--- config.mk ---
export PLATFORM = sky130hd
export DESIGN_NAME = iprl_cell
export DESIGN_NICKNAME = d
export VERILOG_FILES = /design/src/hw/rtl/iprl_pkg.sv /design/src/hw/rtl/iprl_cell.sv
export SDC_FILE = /design/constraint.sdc
export NUM_CORES = 1
export LEC_CHECK = 0
export BUFFER_PORTS_ARGS = -buffer_cell sky130_fd_sc_hd__buf_2
export CAP_MARGIN = 30
export CORE_ASPECT_RATIO = 1.4
export CORE_MARGIN = 2
export CORE_UTILIZATION = 30
export DETAILED_ROUTE_END_ITERATION = 8
export GPL_TIMING_DRIVEN = 0
export PLACE_DENSITY_LB_ADDON = 0.1
export SYNTH_ARGS = -nofsm -noshare
export SYNTH_HDL_FRONTEND = slang
export SYNTH_SLANG_ARGS = --single-unit
--- constraint.sdc ---
create_clock -name clk -period 4.8 [get_ports clk]
set_input_delay 0.96 -clock clk [delete_from_list [all_inputs] [get_ports clk]]
set_output_delay 0.96 -clock clk [all_outputs]
set_load 0.005 [all_outputs]
--- src/hw/rtl/iprl_pkg.sv ---
`timescale 1ns / 1ps

package iprl_pkg;

	localparam int NUM_ROUTES  = 64;
	localparam int NUM_IFACES  = 16;
	localparam int ADDR_W      = 32;
	localparam int IDX_W       = 6;
	localparam int LEN_W       = 6;
	localparam int IFACE_W     = 5;
	localparam int DFLT_W      = 7;
	localparam int CFG_IDX_W   = 1;
	localparam int CFG_DATA_W  = 7;

	localparam logic [LEN_W-1:0]      MAX_LEN      = LEN_W'(ADDR_W);
	localparam logic [IFACE_W-1:0]    IFACE_LIMIT  = IFACE_W'(NUM_IFACES);
	localparam logic [DFLT_W-1:0]     DFLT_LIMIT   = DFLT_W'(NUM_ROUTES);
	localparam logic [DFLT_W-1:0]     DFLT_RESET   = DFLT_W'(NUM_ROUTES);
	localparam logic [IFACE_W-1:0]    ENCAP_RESET  = IFACE_W'(NUM_IFACES);

	localparam logic [CFG_IDX_W-1:0]  CFG_DEFAULT_ROUTE = 1'b0;
	localparam logic [CFG_IDX_W-1:0]  CFG_ENCAP_IFACE   = 1'b1;

	typedef enum logic {
		CMD_WRITE  = 1'b0,
		CMD_LOOKUP = 1'b1
	} cmd_t;

	typedef enum logic [1:0] {
		KIND_MATCH   = 2'd0,
		KIND_DEFAULT = 2'd1,
		KIND_NONE    = 2'd2,
		KIND_WRITE   = 2'd3
	} kind_t;

	// word moving down the cell chain
	typedef struct packed {
		logic                 vld;
		cmd_t                 cmd;
		logic [IDX_W-1:0]     idx;
		logic                 ent_valid;
		logic [ADDR_W-1:0]    ent_addr;
		logic [LEN_W-1:0]     ent_len;
		logic [IFACE_W-1:0]   ent_iface;
		logic [ADDR_W-1:0]    ent_gw;
		logic [ADDR_W-1:0]    addr;
		logic                 found;
		logic [LEN_W-1:0]     best_len;
		logic [IDX_W-1:0]     best_idx;
		logic                 dflt_ok;
	} word_t;

	function automatic logic [ADDR_W-1:0] prefix_mask(input logic [LEN_W-1:0] len);
		return ~({ADDR_W{1'b1}} >> len);
	endfunction

endpackage

--- src/hw/rtl/iprl_cell.sv ---
`timescale 1ns / 1ps

module iprl_cell (
	input  logic                          clk,
	input  logic                          arst_n,
	input  logic                          adv,
	input  logic [iprl_pkg::IDX_W-1:0]    cell_idx,
	input  logic [iprl_pkg::DFLT_W-1:0]   dflt_route,
	input  logic [iprl_pkg::IFACE_W-1:0]  encap_iface,
	input  iprl_pkg::word_t               word_in,
	output iprl_pkg::word_t               word_out
);

	logic                          valid_q;
	logic [iprl_pkg::ADDR_W-1:0]   prefix_q;
	logic [iprl_pkg::LEN_W-1:0]    len_q;
	logic [iprl_pkg::IFACE_W-1:0]  iface_q;
	logic [iprl_pkg::ADDR_W-1:0]   gw_q;

	logic                          wr_hit;
	logic                          len_ok;
	logic                          skip;
	logic                          hit;
	logic                          better;
	iprl_pkg::word_t               word_nxt;
	iprl_pkg::word_t               word_q;
	logic                          word_vld_q;

	assign wr_hit = word_in.vld && (word_in.cmd == iprl_pkg::CMD_WRITE) &&
		(word_in.idx == cell_idx);

	always_ff @(posedge clk or negedge arst_n) begin
		if (!arst_n) begin
			valid_q <= 1'b0;
		end else if (adv && wr_hit) begin
			valid_q <= word_in.ent_valid;
		end
	end

	always_ff @(posedge clk) begin
		if (adv && wr_hit) begin
			prefix_q <= word_in.ent_addr;
			len_q    <= word_in.ent_len;
			iface_q  <= word_in.ent_iface;
			gw_q     <= word_in.ent_gw;
		end
	end

	assign len_ok = (len_q != '0) && (len_q <= iprl_pkg::MAX_LEN);
	// tunnel route that points back at the destination itself
	assign skip   = (encap_iface < iprl_pkg::IFACE_LIMIT) && (iface_q == encap_iface) &&
		(gw_q == word_in.addr);
	assign hit    = valid_q && len_ok && !skip &&
		(prefix_q == (word_in.addr & iprl_pkg::prefix_mask(len_q)));
	// strict compare: on equal length the earlier, lower index keeps the win
	assign better = hit && (!word_in.found || (len_q > word_in.best_len));

	always_comb begin
		word_nxt = word_in;
		if (word_in.cmd == iprl_pkg::CMD_LOOKUP) begin
			if (better) begin
				word_nxt.found    = 1'b1;
				word_nxt.best_len = len_q;
				word_nxt.best_idx = cell_idx;
			end
			if ({1'b0, cell_idx} == dflt_route) begin
				word_nxt.dflt_ok = iface_q < iprl_pkg::IFACE_LIMIT;
			end
		end
	end

	always_ff @(posedge clk or negedge arst_n) begin
		if (!arst_n) begin
			word_vld_q <= 1'b0;
		end else if (adv) begin
			word_vld_q <= word_in.vld;
		end
	end

	always_ff @(posedge clk) begin
		if (adv) begin
			word_q <= word_nxt;
		end
	end

	always_comb begin
		word_out     = word_q;
		word_out.vld = word_vld_q;
	end

endmodule

== Word level (Yosys, flattened, before mapping) ==
Index checks and enable logic that the tools add are counted.
Storage, ports and cells
  memory bits (writable): 0
  memories: 0
  ROM bits: 0
  bits in registers: 206
  output and inout bits: 130
  logic and storage cells: 48
  bits of input ports: 151
  bits in latches: 0
Operators by class
  reduce and logical (&&, ||, !) cells: 14
  multiply operators: 0
  divide/modulo/power cells: 0
  eq/ne operators: 5
  muxes and demuxes: 3
  shifts and indexed selects: 1
  bitwise gates (word level): 3
  $lt $le $gt $ge: 4
  add/sub/neg operators: 0
Operator list (count)
  $eq 32x32->1: 2
  $and 32x32->32: 1
  $not 32->32: 1
  $shr 32x6->32 const A: 1
  $mux 14: 1
  $mux 13: 1
  $logic_and 1x1->1: 10
  $lt 5x5->1 const B: 2
  $eq 6x7->1: 1
  $eq 6x6->1: 1
  $gt 6x6->1: 1
  $le 6x6->1 const B: 1
  $reduce_bool 6->1: 1
  $eq 5x5->1: 1
  $logic_not 1->1: 2
  $logic_or 1x1->1: 1
  $mux 1: 1
  $not 1->1: 1

== Logic depth before layout (Yosys ltp) ==
  depth after elaboration: 9
  depth in mapped cells: 11
  gate-level depth less buffers: 9

== Least setup slack after synthesis ==
OpenSTA, ideal clock, no wires.
  path kind: input port to flip-flop
  start: in cell_idx[5] in the netlist's numbering
  end: reg valid_q
  setup time: 0.101 ns
  buffers on the path: 0
  setup slack: -4.759 ns
  required time: 4.699 ns
  arrival: 9.458 ns
  cell stages on the path: 4
  cell sequence: xnor2_1 nand3_1 nor4_1 mux2_2
Between the ends
  longest elaborated chain between the ends: 3
Ends and longest elaborated chain
  start, declared: line iprl_cell.sv:7  | input logic [iprl_pkg::IDX_W-1:0] cell_idx,
  $eq 6x6->1: line iprl_cell.sv:30  | (word_in.idx == cell_idx);
  $logic_and 1x1->1: line iprl_cell.sv:29  | assign wr_hit = word_in.vld && (word_in.cmd == iprl_pkg::CMD_WRITE) &&
  $logic_and 1x1->1: line iprl_cell.sv:35  | end else if (adv && wr_hit) begin
  end signal, assigned: line iprl_cell.sv:36  | valid_q <= word_in.ent_valid;
  end, declared: line iprl_cell.sv:14  | logic valid_q;
No other way between the ends.
A chain may end at the register's enable or synchronous reset.

==> impl_results.md <==
- Netlist cell types: 62
- Clock Latency Late Sink: 0.51 ns
- First-pass GRT wire length: 33900 um
- Wire length per cell: 19.5 um
- Max rail drop VDD: 0.000272 V
- Die ar.: 29000 um2
- Crit Path Class: reg -> reg
- Final HPWL DP: 17600 um
- Root buffer cell: clkbuf_16
- Max Slew Vio Count: 0
- Cell Area, Synth: 8280 um2
- Power density cells: 380 nW/um2
- Ant. Diodes: 0
- Critical path peak fanout: 10
- Final Hold Violating Endpoints: 0
- DR iter-0 viols: 229
- Initial antenna violation count: 0
- Pre-antenna DRT Iters: 4
- Post-synthesis mux area share: 2.60%
- GRT Residual Overflow: 0
- Hold WC Path Type: in -> async
- Crit path buf inv count: 2
- Area after DPL: 10300 um2
- Utilization of the core after routing: 40.3%
- Layout area overhead: 33.2%
- Post_cts resized: 0
- Max-cap violations: 0
- Final GP Congestion: 0.843
- Crit path largest cell delay: 0.48 ns
- Post-synth EDFFs: 204
- CTS tree: yes
- Combinational family with the most area after synthesis: simple AND/OR/NAND/NOR gates
- WP data required: 5.05 ns
- Flops & latches, synth: 206
- Die Wd: 144 um
- Highest clock rate: 302 MHz
- Htree depth: 1
- Post-synth ARST share: 0.971%
- I/O pin count: 281
- Nets: 952
- Core Rows: 72
- Cell count after synthesis: 484
- Post-synthesis compound-gate area fraction: 6.13%
- Synthesized area per cell: 17.1 um2
- Syn Nets: 641
- Final wirelength: 23000 um
- Main area contributors after synthesis: edfxtp_1 74%, xnor2_1 6.0%, mux2_4 1.8%, o21ai_0 1.1%, nor2b_1 0.98%
- Simple-gate share of the synthesized area: 6.74%
- Top cell type's share of synthesized area: 74.0%
- Critical Path AT: 3.57 ns
- Longest Clk Path Bufs: 3
- Startpoint types: flop
- DRC Markers: 0
- Clock Skews: 0.00733 ns
- Fin area: 11000 um2
- Clk pin slew, worst setup/hold paths: 0.06 ns
- Via count: 5406
- RSZ-0062 raised after global routing: false
- Initial Utilization: 30.2%
- Tmin final: 3.31 ns
- TritonCTS Buffers: 22
- Pin count of the biggest net entering global routing: 69
- Post-CTS Setup Bufs: 0
- Final ANT Viol Nets: 0
- Outcome: complete, no violations
- XOR/XNOR share of the synthesized area: 6.45%
- Via density: 4.58
- Crit-path leading delay family: simple AND/OR/NAND/NOR gates
- Post-synth top area cell: edfxtp_1
- Total GRT Usage: 15.6%
- Port bufs: 280
- Crit path cell chain: buf_2 -> nor4_2 -> a21oi_1 -> a31o_1 -> nor4_1 -> nand4_2 -> nor4_4 -> buf_8 -> mux2_4
- CP max-delay cell: nor4_2
- Nature of the critical path endpoint: flop
- Final period util: 69.0%
- Vias in the first global route: 5744
- Static leakage: 0.00426 uW
- Slew @ Worst Pin: 0.625 ns
- Ys Warns: 0
- Synthesized-area fraction occupied by adder cells: 0.906%
- Top FF cell, synth: edfxtp_1
- CORE AREA: 27400 um2
- Placed cell count: 1141
- Hold buffers post-CTS: 0
- Chip height: 201 um
- Register area share after synthesis: 74.6%
- Relative slew margins: 58.0%
- Fin cells: 1181
- Final setup violation count: 0
- Clock Sinks: 206
- Share of cells above drive strength 1: 43.9%
## cells in the mapped netlist (2+ instances only)
| master | n |
|---|---|
| edfxtp_1 | 204 |
| xnor2_1 | 57 |
| o21ai_0 | 19 |
| inv_1 | 15 |
| nand2_1 | 15 |
| nor2b_1 | 13 |
| mux2_4 | 10 |
| nand3_1 | 10 |
| nand4_1 | 10 |
| nor4_1 | 9 |
| ha_1 | 6 |
| nand2b_1 | 6 |
| nor3_1 | 6 |
| o21a_1 | 6 |
| a21oi_1 | 5 |
| clkbuf_8 | 5 |
| o21ai_1 | 5 |
| buf_6 | 4 |
| mux2_2 | 4 |
| nor2_1 | 4 |
| o2111ai_1 | 4 |
| xor2_1 | 4 |
| and3_1 | 3 |
| buf_2 | 3 |
| nand3b_1 | 3 |
| o211a_1 | 3 |
| o211ai_1 | 3 |
| o22ai_1 | 3 |
| o31ai_1 | 3 |
| a221oi_1 | 2 |
| a31o_1 | 2 |
| and2_1 | 2 |
| and4_1 | 2 |
| clkbuf_1 | 2 |
| dfrtp_1 | 2 |
| mux2i_1 | 2 |
| o31a_1 | 2 |
| o41ai_1 | 2 |
## power breakdown
group,switching (uW),internal [uW],leakage (uW)
logic,159,145,0.00192
clock network,673,1120,0.000377
registers,21.8,2080,0.00196
## sequential cells by signal, summed over array words and instances (netlist names)
name        cells
prefix_q       32
word_vld_q      1
valid_q         1
gw_q           32
word_out      129
iface_q         5
len_q           6
## cell families (layout without fill, tap and decap cells)
kind of cell / Yosys count / after routing
buffers and inverters: 31 / 358
adders and majority gates: 6 / 6
and+or+nand+nor: 92 / 92
DFF: 206 / 206
AOI/OAI and AO/OA: 72 / 72
muxes: 16 / 16
xor gates and xnor gates: 61 / 61
## worst register-to-register path: cells and delay by family (launching register included)
family,cells,cell delay (ns)
flops,1,0.43
mux,1,0.32
simple gates,4,1.48
compound gates,2,0.38
buf+inv,2,0.45
## metal layers
layer | track usage [%] | share of wire [%] | up-vias
met5 | 0 | 0 | -
met4 | 6.80 | 3.8 | 0
met3 | 3.51 | 7.4 | 47
met2 | 27.3 | 50 | 245
met1 | 18.2 | 38 | 2605
li1 | - | - | 2509
## final cells by class
cell class | count | area (um2)
Clock inverter | 12 | 154
Clock buffer | 28 | 614
Inverter | 15 | 56.3
Timing Repair Buffer | 287 | 1510
Sequential cell | 206 | 6180
Buffer | 16 | 159
Fill cell | 2611 | 16400
Tap cell | 370 | 463
Multi-Input combinational cell | 247 | 1910
## per-stage QoR
step / hold slack (ns) / worst slack (ns) / setup TNS [ns] / power, uW
5_1_grt: 0.206 / 1.21 / 0 / 4360
3_5_place_dp: 0.503 / 1.23 / 0 / 2450
4_1_cts: 0.197 / 1.43 / 0 / 4270
3_3_place_gp: 0.496 / -3.31 / -238.17 / 2450
2_1_floorplan: 0.480 / 0.479 / 0 / 2220
6_report: 0.226 / 1.49 / 0 / 4190
## path summary, 6_finish.rpt
kind	cells after the start	start	slack [ns]	end
worst max-delay path	9	len_q[2]	1.49	word_out[5]
worst min-delay path	1	arst_n	0.23	valid_q
worst max register to register	9	len_q[2]	1.49	word_out[5]
worst min register to register	1	valid_q	0.52	valid_q
max in group asynchronous	1	arst_n	4.47	word_vld_q
min in group clk	1	valid_q	0.52	valid_q
## layout by cell type (no fill, tap or decap), types with 4 or more instances in the layout
cell type	netlist	routed
clkbuf_1	2	5
o21ai_0	19	19
a21oi_1	5	5
o21ai_1	5	5
nand2b_1	6	6
buf_6	4	10
nor2_1	4	4
xnor2_1	57	57
o21a_1	6	6
o2111ai_1	4	4
clkbuf_16	0	23
nand4_1	10	10
clkbuf_8	5	7
clkinv_1	0	5
mux2_2	4	4
nor3_1	6	6
ha_1	6	6
edfxtp_1	204	204
nand2_1	15	15
nor4_1	9	8
xor2_1	4	4
inv_1	15	15
buf_2	3	282
nor2b_1	13	13
nand3_1	10	10
mux2_4	10	10
bufinv_16	0	4
Power figures use the tool's default switching activity.
